--- config.mk ---
export PLATFORM = sky130hd
export DESIGN_NAME = count_multiset_algebra_flat
export DESIGN_NICKNAME = d
export VERILOG_FILES = /design/src/cma_pkg.sv /design/src/cma_in_if.sv /design/src/cma_out_if.sv /design/src/count_multiset_algebra.sv /design/src/cma_lane.sv /design/src/cma_merge.sv /design/src/flat_wrapper.sv
export SDC_FILE = /design/constraint.sdc
export NUM_CORES = 2
export LEC_CHECK = 0
export BUFFER_PORTS_ARGS = -buffer_cell sky130_fd_sc_hd__buf_2
export CORE_ASPECT_RATIO = 0.9
export CORE_MARGIN = 5
export CORE_UTILIZATION = 65
export CTS_BUF_LIST = sky130_fd_sc_hd__clkbuf_4 sky130_fd_sc_hd__clkbuf_8
export DETAILED_ROUTE_END_ITERATION = 10
export GPL_ROUTABILITY_DRIVEN = 0
export PLACE_DENSITY = 0.83
export SKIP_CTS_REPAIR_TIMING = 1
export SYNTH_ARGS = -nofsm -noshare
export SYNTH_HDL_FRONTEND = slang
export SYNTH_HIERARCHICAL = 1
export SYNTH_SLANG_ARGS = --single-unit
export TNS_END_PERCENT = 30
--- constraint.sdc ---
create_clock -name clk -period 135.4 [get_ports clk]
set_input_delay 13.54 -clock clk [delete_from_list [all_inputs] [get_ports clk]]
set_output_delay 13.54 -clock clk [all_outputs]
set_load 0.03 [all_outputs]
--- src/cma_pkg.sv ---
`timescale 1ns / 1ps
`default_nettype none
// shared constants, types and the division step for the count multiset algebra block
// depends on nothing; every other file takes names from here by scope

package cma_pkg;

	localparam int NUM_COLORS = 8;
	localparam int COUNT_BITS = 8;
	localparam int LANES_W    = NUM_COLORS * COUNT_BITS;
	localparam int KIND_W     = 3;
	localparam int DATA_W     = 64;
	localparam int FIT_W      = 8;
	// one quotient bit per stage
	localparam int DIV_STAGES = COUNT_BITS;

	localparam logic [KIND_W-1:0] KIND_UNION = 3'd0;
	localparam logic [KIND_W-1:0] KIND_INTER = 3'd1;
	localparam logic [KIND_W-1:0] KIND_DIFF  = 3'd2;
	localparam logic [KIND_W-1:0] KIND_INCL  = 3'd3;
	localparam logic [KIND_W-1:0] KIND_ONE   = 3'd4;
	localparam logic [KIND_W-1:0] KIND_FIT   = 3'd5;

	localparam logic [FIT_W-1:0] FIT_MAX = '1;

	typedef logic [COUNT_BITS-1:0] count_t;

	typedef struct packed {
		logic incl_ok;
		logic one_ok;
		logic sat;
		logic nz;
	} lane_flags_t;

	typedef struct packed {
		count_t      count;
		count_t      quo;
		lane_flags_t flags;
	} lane_res_t;

	typedef struct packed {
		logic [DATA_W-1:0] result_counts;
		logic              truth_flag;
		logic [FIT_W-1:0]  times_fit;
		logic              saturated;
	} out_beat_t;

	typedef struct packed {
		count_t rem;
		logic   qbit;
	} div_step_t;

	// one restoring division step: bring down a dividend bit, subtract if it fits
	function automatic div_step_t div_step(input count_t rem, input logic xb, input count_t y);
		logic [COUNT_BITS:0] t;
		logic [COUNT_BITS:0] d;
		div_step_t r;
		t = {rem, xb};
		d = t - {1'b0, y};
		if (t >= {1'b0, y}) begin
			r.rem  = d[COUNT_BITS-1:0];
			r.qbit = 1'b1;
		end else begin
			r.rem  = t[COUNT_BITS-1:0];
			r.qbit = 1'b0;
		end
		return r;
	endfunction

endpackage

`default_nettype wire

--- src/cma_in_if.sv ---
`timescale 1ns / 1ps
`default_nettype none
// operand channel: valid/ready handshake with kind and two packed multisets
// depends on cma_pkg

interface cma_in_if;
	logic                           valid;
	logic                           ready;
	logic [cma_pkg::KIND_W-1:0]     kind;
	logic [cma_pkg::DATA_W-1:0]     first_counts;
	logic [cma_pkg::DATA_W-1:0]     second_counts;

	modport source (output valid, output kind, output first_counts, output second_counts,
		input ready);
	modport sink (input valid, input kind, input first_counts, input second_counts,
		output ready);
endinterface

`default_nettype wire

--- src/cma_out_if.sv ---
`timescale 1ns / 1ps
`default_nettype none
// result channel: valid/ready handshake with packed counts, test flag and fit count
// depends on cma_pkg

interface cma_out_if;
	logic                        valid;
	logic                        ready;
	logic [cma_pkg::DATA_W-1:0]  result_counts;
	logic                        truth_flag;
	logic [cma_pkg::FIT_W-1:0]   times_fit;
	logic                        saturated;

	modport source (output valid, output result_counts, output truth_flag, output times_fit,
		output saturated, input ready);
	modport sink (input valid, input result_counts, input truth_flag, input times_fit,
		input saturated, output ready);
endinterface

`default_nettype wire

--- src/count_multiset_algebra.sv ---
`timescale 1ns / 1ps
`default_nettype none
// Dense multiset algebra on two packed count vectors: union, intersection, difference,
// inclusion test, one-to-one test and fit count. Takes one operand beat per cycle unless
// stalled and gives one result beat per operand beat, in order. When an operand beat is
// taken, the first stage of the per-lane restoring divider captures it, COUNT_BITS - 1
// more stages follow, one quotient bit each, and the merge feeds the output register.
// The whole pipeline moves together, and only stalls while the output register holds a
// beat the consumer has not taken.

module count_multiset_algebra (
	input  wire logic  clk,
	input  wire logic  arst_n,
	cma_in_if.sink     operands,
	cma_out_if.source  results
);

	localparam int CB = cma_pkg::COUNT_BITS;
	localparam int NS = cma_pkg::DIV_STAGES;
	localparam int NC = cma_pkg::NUM_COLORS;

	// pipeline advances whenever the output register is free or being drained
	logic adv;

	// control pipeline alongside the lanes
	logic                       vld_s  [NS];
	logic [cma_pkg::KIND_W-1:0] kind_s [NS];

	cma_pkg::lane_res_t lane_res [NC];
	cma_pkg::out_beat_t merged;

	logic               out_vld_q;
	cma_pkg::out_beat_t out_q;

	assign adv            = ~out_vld_q | results.ready;
	assign operands.ready = adv;

	// one copy of the lane core per color, each on its own slice of the operands
	for (genvar i = 0; i < NC; i++) begin : gen_lane
		cma_lane u_lane (
			.clk  (clk),
			.adv  (adv),
			.kind (operands.kind),
			.x    (operands.first_counts[i*CB +: CB]),
			.y    (operands.second_counts[i*CB +: CB]),
			.res  (lane_res[i])
		);
	end

	// valid bits follow the lanes, one per stage
	always_ff @(posedge clk or negedge arst_n) begin
		if (!arst_n) begin
			for (int j = 0; j < NS; j++)
				vld_s[j] <= 1'b0;
		end else if (adv) begin
			vld_s[0] <= operands.valid;
			for (int j = 1; j < NS; j++)
				vld_s[j] <= vld_s[j-1];
		end
	end

	// kind rides along for the merge stage
	always_ff @(posedge clk) begin
		if (adv) begin
			kind_s[0] <= operands.kind;
			for (int j = 1; j < NS; j++)
				kind_s[j] <= kind_s[j-1];
		end
	end

	cma_merge u_merge (
		.kind  (kind_s[NS-1]),
		.lanes (lane_res),
		.beat  (merged)
	);

	// output register parts the pipeline from the consumer
	always_ff @(posedge clk or negedge arst_n) begin
		if (!arst_n) begin
			out_vld_q <= 1'b0;
		end else if (adv) begin
			out_vld_q <= vld_s[NS-1];
		end
	end

	always_ff @(posedge clk) begin
		if (adv)
			out_q <= merged;
	end

	assign results.valid         = out_vld_q;
	assign results.result_counts = out_q.result_counts;
	assign results.truth_flag    = out_q.truth_flag;
	assign results.times_fit     = out_q.times_fit;
	assign results.saturated     = out_q.saturated;

	// a beat leaving the last lane stage lands in the output register
	assert property (@(posedge clk) disable iff (!arst_n)
		vld_s[NS-1] && adv |=> results.valid)
		else $error("last stage beat lost on its way to the output register");

	// a test answer comes with no counts and no fit
	assert property (@(posedge clk) disable iff (!arst_n)
		results.valid && results.truth_flag |->
			results.result_counts == '0 && results.times_fit == '0 && !results.saturated)
		else $error("test result mixed with other fields");

	// a fit count comes with no counts
	assert property (@(posedge clk) disable iff (!arst_n)
		results.valid && results.times_fit != '0 |-> results.result_counts == '0)
		else $error("fit count mixed with packed counts");

	// union overflow leaves at least one lane at its maximum
	assert property (@(posedge clk) disable iff (!arst_n)
		results.valid && results.saturated && results.times_fit == '0 |->
			results.result_counts != '0)
		else $error("union saturation flagged with empty counts");

endmodule

`default_nettype wire

--- src/cma_lane.sv ---
`timescale 1ns / 1ps
`default_nettype none
// one color lane: lane-wise count operation, lane flags and a pipelined restoring divider
// depends on cma_pkg

module cma_lane (
	input  wire logic                        clk,
	input  wire logic                        adv,
	input  wire logic [cma_pkg::KIND_W-1:0]  kind,
	input  wire cma_pkg::count_t             x,
	input  wire cma_pkg::count_t             y,
	output cma_pkg::lane_res_t               res
);

	localparam int CB = cma_pkg::COUNT_BITS;
	localparam int NS = cma_pkg::DIV_STAGES;

	cma_pkg::count_t      x_s    [NS];
	cma_pkg::count_t      y_s    [NS];
	cma_pkg::count_t      rem_s  [NS];
	cma_pkg::count_t      quo_s  [NS];
	cma_pkg::count_t      cnt_s  [NS];
	cma_pkg::lane_flags_t flags_s[NS];

	logic [CB:0]          sum;
	cma_pkg::count_t      cnt_d;
	cma_pkg::lane_flags_t flags_d;
	cma_pkg::div_step_t   step0;

	assign sum   = {1'b0, x} + {1'b0, y};
	assign step0 = cma_pkg::div_step('0, x[CB-1], y);

	always_comb begin
		unique case (kind)
			cma_pkg::KIND_UNION: cnt_d = sum[CB] ? '1 : sum[CB-1:0];
			cma_pkg::KIND_INTER: cnt_d = (x < y) ? x : y;
			cma_pkg::KIND_DIFF:  cnt_d = (x > y) ? (x - y) : '0;
			default:             cnt_d = '0;
		endcase
		flags_d.incl_ok = (x >= y);
		flags_d.one_ok  = (x == '0) || (x == CB'(1));
		flags_d.sat     = (kind == cma_pkg::KIND_UNION) && sum[CB];
		flags_d.nz      = (y != '0);
	end

	// first stage: lane op, flags and the top quotient bit
	always_ff @(posedge clk) begin
		if (adv) begin
			x_s[0]          <= x;
			y_s[0]          <= y;
			rem_s[0]        <= step0.rem;
			quo_s[0]        <= cma_pkg::count_t'(step0.qbit) << (CB-1);
			cnt_s[0]        <= cnt_d;
			flags_s[0]      <= flags_d;
		end
	end

	// later stages: one quotient bit each
	for (genvar j = 1; j < NS; j++) begin : gen_div
		cma_pkg::div_step_t st;
		assign st = cma_pkg::div_step(rem_s[j-1], x_s[j-1][CB-1-j], y_s[j-1]);

		always_ff @(posedge clk) begin
			if (adv) begin
				x_s[j]          <= x_s[j-1];
				y_s[j]          <= y_s[j-1];
				rem_s[j]        <= st.rem;
				quo_s[j]        <= quo_s[j-1] | (cma_pkg::count_t'(st.qbit) << (CB-1-j));
				cnt_s[j]        <= cnt_s[j-1];
				flags_s[j]      <= flags_s[j-1];
			end
		end
	end

	assign res.count = cnt_s[NS-1];
	assign res.quo   = quo_s[NS-1];
	assign res.flags = flags_s[NS-1];

endmodule

`default_nettype wire

--- src/cma_merge.sv ---
`timescale 1ns / 1ps
`default_nettype none
// merge of the lane results: packing, flag reduction and minimum quotient, chosen by kind
// depends on cma_pkg

module cma_merge (
	input  wire logic [cma_pkg::KIND_W-1:0]  kind,
	input  wire cma_pkg::lane_res_t          lanes [cma_pkg::NUM_COLORS],
	output cma_pkg::out_beat_t               beat
);

	localparam int CB = cma_pkg::COUNT_BITS;

	always_comb begin
		logic [cma_pkg::DATA_W-1:0] packed_cnt;
		logic [cma_pkg::FIT_W-1:0]  best;
		logic                       any_nz;
		logic                       incl;
		logic                       one;
		logic                       usat;

		packed_cnt = '0;
		best       = cma_pkg::FIT_MAX;
		any_nz     = 1'b0;
		incl       = 1'b1;
		one        = 1'b1;
		usat       = 1'b0;
		for (int i = 0; i < cma_pkg::NUM_COLORS; i++) begin
			packed_cnt[i*CB +: CB] = lanes[i].count;
			incl = incl & lanes[i].flags.incl_ok;
			one  = one & lanes[i].flags.one_ok;
			usat = usat | lanes[i].flags.sat;
			if (lanes[i].flags.nz) begin
				any_nz = 1'b1;
				if (cma_pkg::FIT_W'(lanes[i].quo) < best)
					best = cma_pkg::FIT_W'(lanes[i].quo);
			end
		end

		beat.result_counts = packed_cnt;
		beat.truth_flag    = 1'b0;
		beat.times_fit     = '0;
		beat.saturated     = 1'b0;
		unique case (kind)
			cma_pkg::KIND_UNION: beat.saturated = usat;
			cma_pkg::KIND_INCL:  beat.truth_flag = incl;
			cma_pkg::KIND_ONE:   beat.truth_flag = one;
			cma_pkg::KIND_FIT: begin
				beat.times_fit = any_nz ? best : cma_pkg::FIT_MAX;
				beat.saturated = ~any_nz;
			end
			default: ;
		endcase
	end

endmodule

`default_nettype wire

--- src/flat_wrapper.sv ---
// flat-port wrapper written by rule: the top's interface ports become plain ports
module count_multiset_algebra_flat 
  (clk, arst_n, operands_valid, operands_kind, operands_first_counts, operands_second_counts, operands_ready, results_valid, results_result_counts, results_truth_flag, results_times_fit, results_saturated, results_ready);
  cma_in_if operands_i ();
  cma_out_if results_i ();
  input  wire logic clk;
  input  wire logic arst_n;
  input wire logic [$bits(operands_i.valid)-1:0] operands_valid;
  input wire logic [$bits(operands_i.kind)-1:0] operands_kind;
  input wire logic [$bits(operands_i.first_counts)-1:0] operands_first_counts;
  input wire logic [$bits(operands_i.second_counts)-1:0] operands_second_counts;
  output wire logic [$bits(operands_i.ready)-1:0] operands_ready;
  output wire logic [$bits(results_i.valid)-1:0] results_valid;
  output wire logic [$bits(results_i.result_counts)-1:0] results_result_counts;
  output wire logic [$bits(results_i.truth_flag)-1:0] results_truth_flag;
  output wire logic [$bits(results_i.times_fit)-1:0] results_times_fit;
  output wire logic [$bits(results_i.saturated)-1:0] results_saturated;
  input wire logic [$bits(results_i.ready)-1:0] results_ready;
  assign operands_i.valid = operands_valid;
  assign operands_i.kind = operands_kind;
  assign operands_i.first_counts = operands_first_counts;
  assign operands_i.second_counts = operands_second_counts;
  assign operands_ready = operands_i.ready;
  assign results_valid = results_i.valid;
  assign results_result_counts = results_i.result_counts;
  assign results_truth_flag = results_i.truth_flag;
  assign results_times_fit = results_i.times_fit;
  assign results_saturated = results_i.saturated;
  assign results_i.ready = results_ready;
  count_multiset_algebra u_core (.clk(clk), .arst_n(arst_n), .operands(operands_i), .results(results_i));
endmodule
### Word-level counts from Yosys, hierarchy flattened

Memories as Yosys holds them, arrays and structs flattened. A register that Yosys moved wholly into a read port is not among the register bits.
Index checks and enable logic that the tools add are counted.

| cells by class | value |
|---|---|
| reduce and logical (&&, ||, !) cells | 34 |
| order comparisons | 96 |
| divide/modulo/power cells | 0 |
| mux-type cells | 125 |
| multipliers | 0 |
| bitwise operators | 80 |
| shifts and indexed selects | 0 |
| equality and inequality tests | 13 |
| $add $sub $neg | 80 |

Operators by type and width:

| operator | count |
|---|---|
| 2-to-1 mux 9 bit | 64 |
| subtractor 8 bit | 64 |
| greater-or-equal comparator 9 x 8 -> 1 bit | 56 |
| 2-to-1 mux 8 bit | 41 |
| case mux 8 bit (3 select lines) | 8 |
| less-than comparator 8 bit | 15 |
| adder 8 x 8 -> 9 bit | 8 |
| == test 8 x 1 -> 1 bit (second input constant) | 8 |
| greater-or-equal comparator 1 x 8 -> 1 bit | 8 |
| greater-or-equal comparator 8 bit | 8 |
| > comparator 8 bit | 8 |
| logical NOT 8 bit | 8 |
| OR 8 x 1 -> 8 bit | 8 |
| OR 8 x 2 -> 8 bit | 8 |
| OR 8 x 3 -> 8 bit | 8 |
| OR 8 x 4 -> 8 bit | 8 |
| OR 8 x 5 -> 8 bit | 8 |
| OR 8 x 6 -> 8 bit | 8 |
| OR 8 x 7 -> 8 bit | 8 |
| nonzero test 8 bit | 8 |
| subtractor 1 x 8 -> 8 bit | 8 |
| bitwise AND 1 bit | 14 |
| 2-to-1 mux 1 bit | 10 |
| logical AND 1 bit | 8 |
| other kinds (9) | 28 |

| word-level totals | value |
|---|---|
| bits in writable memories | 2,840 |
| bits in read-only memories | 0 |
| memories kept | 49 |
| logic and storage cells | 489 |
| register bits after elaboration | 19 |
| latch bits | 0 |

Memories:

| name | words | width | read ports | clocked after memory_dff | write ports | RTL line | RTL |
|---|---|---|---|---|---|---|---|
| u_core.gen_lane[0].u_lane.cnt_s | 8 | 8 | 8 | 1 | 8 | cma_lane.sv:22 | `cma_pkg::count_t cnt_s [NS];` |
| u_core.gen_lane[0].u_lane.quo_s | 8 | 8 | 8 | 0 | 8 | cma_lane.sv:21 | `cma_pkg::count_t quo_s [NS];` |
| u_core.gen_lane[0].u_lane.rem_s | 8 | 8 | 7 | 0 | 8 | cma_lane.sv:20 | `cma_pkg::count_t rem_s [NS];` |
| u_core.gen_lane[0].u_lane.x_s | 8 | 8 | 7 | 0 | 8 | cma_lane.sv:18 | `cma_pkg::count_t x_s [NS];` |
| u_core.gen_lane[0].u_lane.y_s | 8 | 8 | 7 | 0 | 8 | cma_lane.sv:19 | `cma_pkg::count_t y_s [NS];` |
| u_core.gen_lane[1].u_lane.cnt_s | 8 | 8 | 8 | 1 | 8 | cma_lane.sv:22 |  |
| 43 more memories | n/a | n/a | n/a | n/a | n/a | n/a |  |

### Logic depth before layout (Yosys ltp)

| depth | value |
|---|---|
| depth in word-level cells | 25 |
| mapped depth | 75 |
| mapped depth without buffers | 67 |

### Hierarchy

Netlist, hierarchy kept.

Modules (own cells, without submodules):

| module | sequential area each (µm²) | area an instance (µm²) | instances | cells each |
|---|---|---|---|---|
| cma_lane at u_core.gen_lane[2].u_lane ... | 8,167.8 | 12,265.5 | 4 | 859 |
| cma_lane at u_core.gen_lane[0].u_lane ... | 8,167.8 | 12,423.2 | 2 | 866 |
| cma_lane at u_core.gen_lane[7].u_lane | 8,167.8 | 12,360.6 | 1 | 875 |
| cma_lane at u_core.gen_lane[1].u_lane | 8,167.8 | 12,293.0 | 1 | 856 |
| cma_merge | 0.0 | 3,342.0 | 1 | 454 |
| count_multiset_algebra | 3,168.0 | 3,323.2 | 1 | 119 |

### Least setup slack after synthesis

No wires, ideal clock.

| timing | value |
|---|---|
| path type | input port to output port |
| from | input port results_ready |
| to | output port operands_ready |
| stages on the path | 3 |
| slack | 64.092 ns |
| arrival | 57.768 ns |
| path through | nor2b_4 buf_6 inv_1 |

| on the way | value |
|---|---|
| cells in the longest elaborated chain, start to end | 1 |

RTL lines:

| element | RTL line | RTL |
|---|---|---|
| start, declared | flat_wrapper.sv:18 | `input wire logic [$bits(results_i.ready)-1:0] results_ready;` |
| OR 1 bit | count_multiset_algebra.sv:35 | `assign adv = ~out_vld_q \| results.ready;` |
| end, declared | flat_wrapper.sv:12 | `output wire logic [$bits(operands_i.ready)-1:0] operands_ready;` |

No other way between the ends.

### Worst setup path after layout

Same ends and word-level chain as after synthesis.

==> reports/metrics.cfg <==
[status]
outcome = finished with violations
violations = design-rule violations

[synth]
ys_top_cells_by_count = 2274 x edfxtp_1, 823 x inv_1, 631 x ha_1
synth_edf_count = 2274
synthFlopType = edfxtp_1
ys_seq_elements = 2283
yosys_warnings = 6
synth-seq-area-share_pct = 65.1
synth_top_area_share_pct = 64.9
synthCells = 7472
synth-xor-area-share_pct = 2.24
synth_nets = 8302
synth_area_leaders = edfxtp_1 65%, ha_1 7.5%, inv_1 2.9%
synth_top_family_by_area = compound AO/OA/AOI/OAI gates
synth.distinct_cells = 102
synth-compound-area-share_pct = 8.82
synth_area_per_cell_um2 = 14.1
synth.most_common_cell = edfxtp_1
synth.area.mux_share_pct = 3.44
synth-simple-area-share_pct = 6.67
synthArstFlopShare_pct = 0.394
syn-cell-area_mm2 = 0.105
yosys.area.top_type = edfxtp_1
synthAdderAreaFrac_pct = 8.76

[final_layout]
syn2layout_area_growth_pct = 8.47
nFillCells = 9842
fin_nets = 8608
fin_cells = 10200
layout-drive-gt1-share_pct = 13.3

[power_and_ir_drop]
seq_power_share_pct = 41.9
p_comb_share_pct = 40.2
p_switching_uw = 1100
internal_power_uw = 2020
clockPowerShare_pct = 17.9
swShare_pct = 35.2
irDropWorstVdd_mv = 0.0438
power_density_mw_per_mm2 = 27.4
p_total_uw = 3120
leakagePower_uw = 0.0451

[setup_path]
end_kind = output pin
r2r_slack_ps = 119630
regToRegStartpoint = u_core/gen_lane[0].u_lane/flags_s[7][0]$_DFFE_PP_
r2r-end = u_core/results.times_fit[2]$_DFFE_PP_
startpoint = results_ready
crit_fanout = 55
cp.arrival_ps = 14680
endpoint = operands_ready
crit_top_cell = buf_2
slowest_delay_ps = 380
critPathSlowestCell = nor2b_4
critical_path_class = in -> out
worstPathCellList = buf_2, nor2b_4, inv_8, buf_2
required_ps = 121860
startpoint_type = input port
reg2regPathDepth = 64

[clocking]
clockBufferDepth = 4
clkTransAtPathRegs_ps = 70
numCtsBuffers = 360
clkSinkCount = 2283
cts_tree = yes
clock_latency_ps = 990
root_buffer = clkbuf_8
htree_levels = 5

[drt]
routedWlPerCell_um = 18.2
viasPerCell = 5.84
drc = 1
drt-pass1-iter-count = 11
ant_nets = 0
drt_iter0_markers = 5466
vias = 59400
wirelength_um = 185000

[sta]
slew_violations = 0
worst_slack_ps = 107190
rsz0062_at_grt = no
max_freq_ghz = 0.0354
finalSetupViolCount = 0
min_period_over_period_pct = 20.8
relSlewSlack_pct = 21.0
layout_min_cycle_time_ps = 28220
fin_skew_ps = 55.3
final.setup.tns_ps = 0
hold_violations = 0
worst_pin_slew_ps = 1180

[floorplan]
die_w_um = 434
io_pins = 211
row_count = 140
die_y_um = 392
start_util_pct = 65.2
coreArea_mm2 = 0.161
fp.dieArea_mm2 = 0.170

[job]
cap_violations = 0

[placement]
dp.cells = 9546
io_buffers = 210
dp_hpwl_um = 127000
place_ws_ps = 107170

[global_route]
grt_max_degree = 206
antenna_found_initial = 6
grt_first_pass_wirelength_um = 298000
overflow = 0
grt_usage_pct = 21.6
grt_pass1_vias = 59800

[hold_path]
hp-class = reg -> reg

## worst max-delay path, delay by kind of cell
family | cells | cell delay [ps]
simple gates | 1 | 380
buf+inv | 3 | 690
## metrics by stage
| stage | util [%] | hold WS (ps) | instance area (µm²) |
|---|---|---|---|
| floorplan | - | 400 | 105000 |
| global placement | 66.5 | 400 | 107000 |
| detailed placement | 66.5 | 405 | 107000 |
| CTS | 70.7 | 378 | 114000 |
| global route | 70.7 | 391 | 114000 |
| finish | 70.7 | 385 | 114000 |
## cell usage in the layout, fill, tap and decap left out, drive strengths merged, types with 215 or more instances in the layout
cell and instances:
o21ai 317, inv 858, ha 631, a21oi 380, edfxtp 2274, xnor2 215
nor2 506, buf 240, mux2 222, clkbuf 475
## metal layers
metal | GRT usage, % | part of all wire [%] | up-vias
met1 | 28.1 | 41 | 28500
met2 | 36.4 | 49 | 2054
li1 | - | - | 28300
met5 | 0 | 0 | -
met3 | 3.43 | 5.6 | 572
met4 | 9.74 | 4.2 | 0
## how the worst min path moves through the flow
stage	start	end	slack, ps	cells past startpoint
final	u_core/gen_lane[4].u_lane/quo_s[0][22]$_DFFE_PP_	u_core/gen_lane[4].u_lane/quo_s[0][30]$_DFFE_PP_	380	0
after global routing	u_core/gen_lane[5].u_lane/cnt_s[0][27]$_DFFE_PP_	u_core/gen_lane[5].u_lane/cnt_s[1][3]$_DFFE_PP_	390	0
after CTS	u_core/gen_lane[5].u_lane/cnt_s[0][27]$_DFFE_PP_	u_core/gen_lane[5].u_lane/cnt_s[1][3]$_DFFE_PP_	380	0
after detailed placement	u_core/gen_lane[0].u_lane/cnt_s[0][29]$_DFFE_PP_	u_core/gen_lane[0].u_lane/cnt_s[1][5]$_DFFE_PP_	400	0
after global placement	u_core/gen_lane[3].u_lane/cnt_s[0][31]$_DFFE_PP_	u_core/gen_lane[3].u_lane/cnt_s[1][7]$_DFFE_PP_	400	0
after floorplan	u_core/gen_lane[0].u_lane/cnt_s[0][2]$_DFFE_PP_	u_core/gen_lane[0].u_lane/cnt_s[0][10]$_DFFE_PP_	400	0
## layout make-up
class                   instances  area (µm²)  area share (%)
flip-flops and latches       2283       68500            60.0
multi-input cells            4038       31500            27.6
clock buffers                 475        5910            5.17
inverters                     855        3220            2.82
well taps                    2130        2670            2.33
repair buffers                240        1330            1.16
clock inverters               139        1000           0.879
diodes                          4        10.0         0.00877
## power groups by stage
stage	combinational, µW	sequential (µW)	clock, µW
3_5_place_dp	1230	1320	0
3_3_place_gp	1160	1310	0
5_1_grt	1390	1330	610
6_report	1260	1310	559
2_1_floorplan	1000	1630	0
4_1_cts	1240	1310	576
## flip-flops by register name, indices dropped and copies added, names as in the netlist
signal / count
u_core/gen_lane.u_lane/flags_s: 256
u_core/kind_s: 24
u_core/results.truth_flag: 1
u_core/results.result_counts: 64
u_core/results.times_fit: 8
u_core/results.saturated: 1
u_core/gen_lane.u_lane/quo_s: 288
u_core/gen_lane.u_lane/y_s: 448
u_core/gen_lane.u_lane/x_s: 224
u_core/results.valid: 1
u_core/gen_lane.u_lane/cnt_s: 512
u_core/gen_lane.u_lane/rem_s: 448
u_core/vld_s: 8
## logic make-up (layout without fill, tap and decap cells)
group                    after synthesis  count (layout)
flip-flops                          2283            2283
AO/OA/AOI/OAI                       1382            1382
AND/OR/NAND/NOR                     1365            1365
buffers and inverters               1151            1709
other                                  0               4
multiplexers                         323             323
adder cells (fa/ha/maj)              699             699
XOR/XNOR                             269             269
Power figures use the tool's default switching activity.
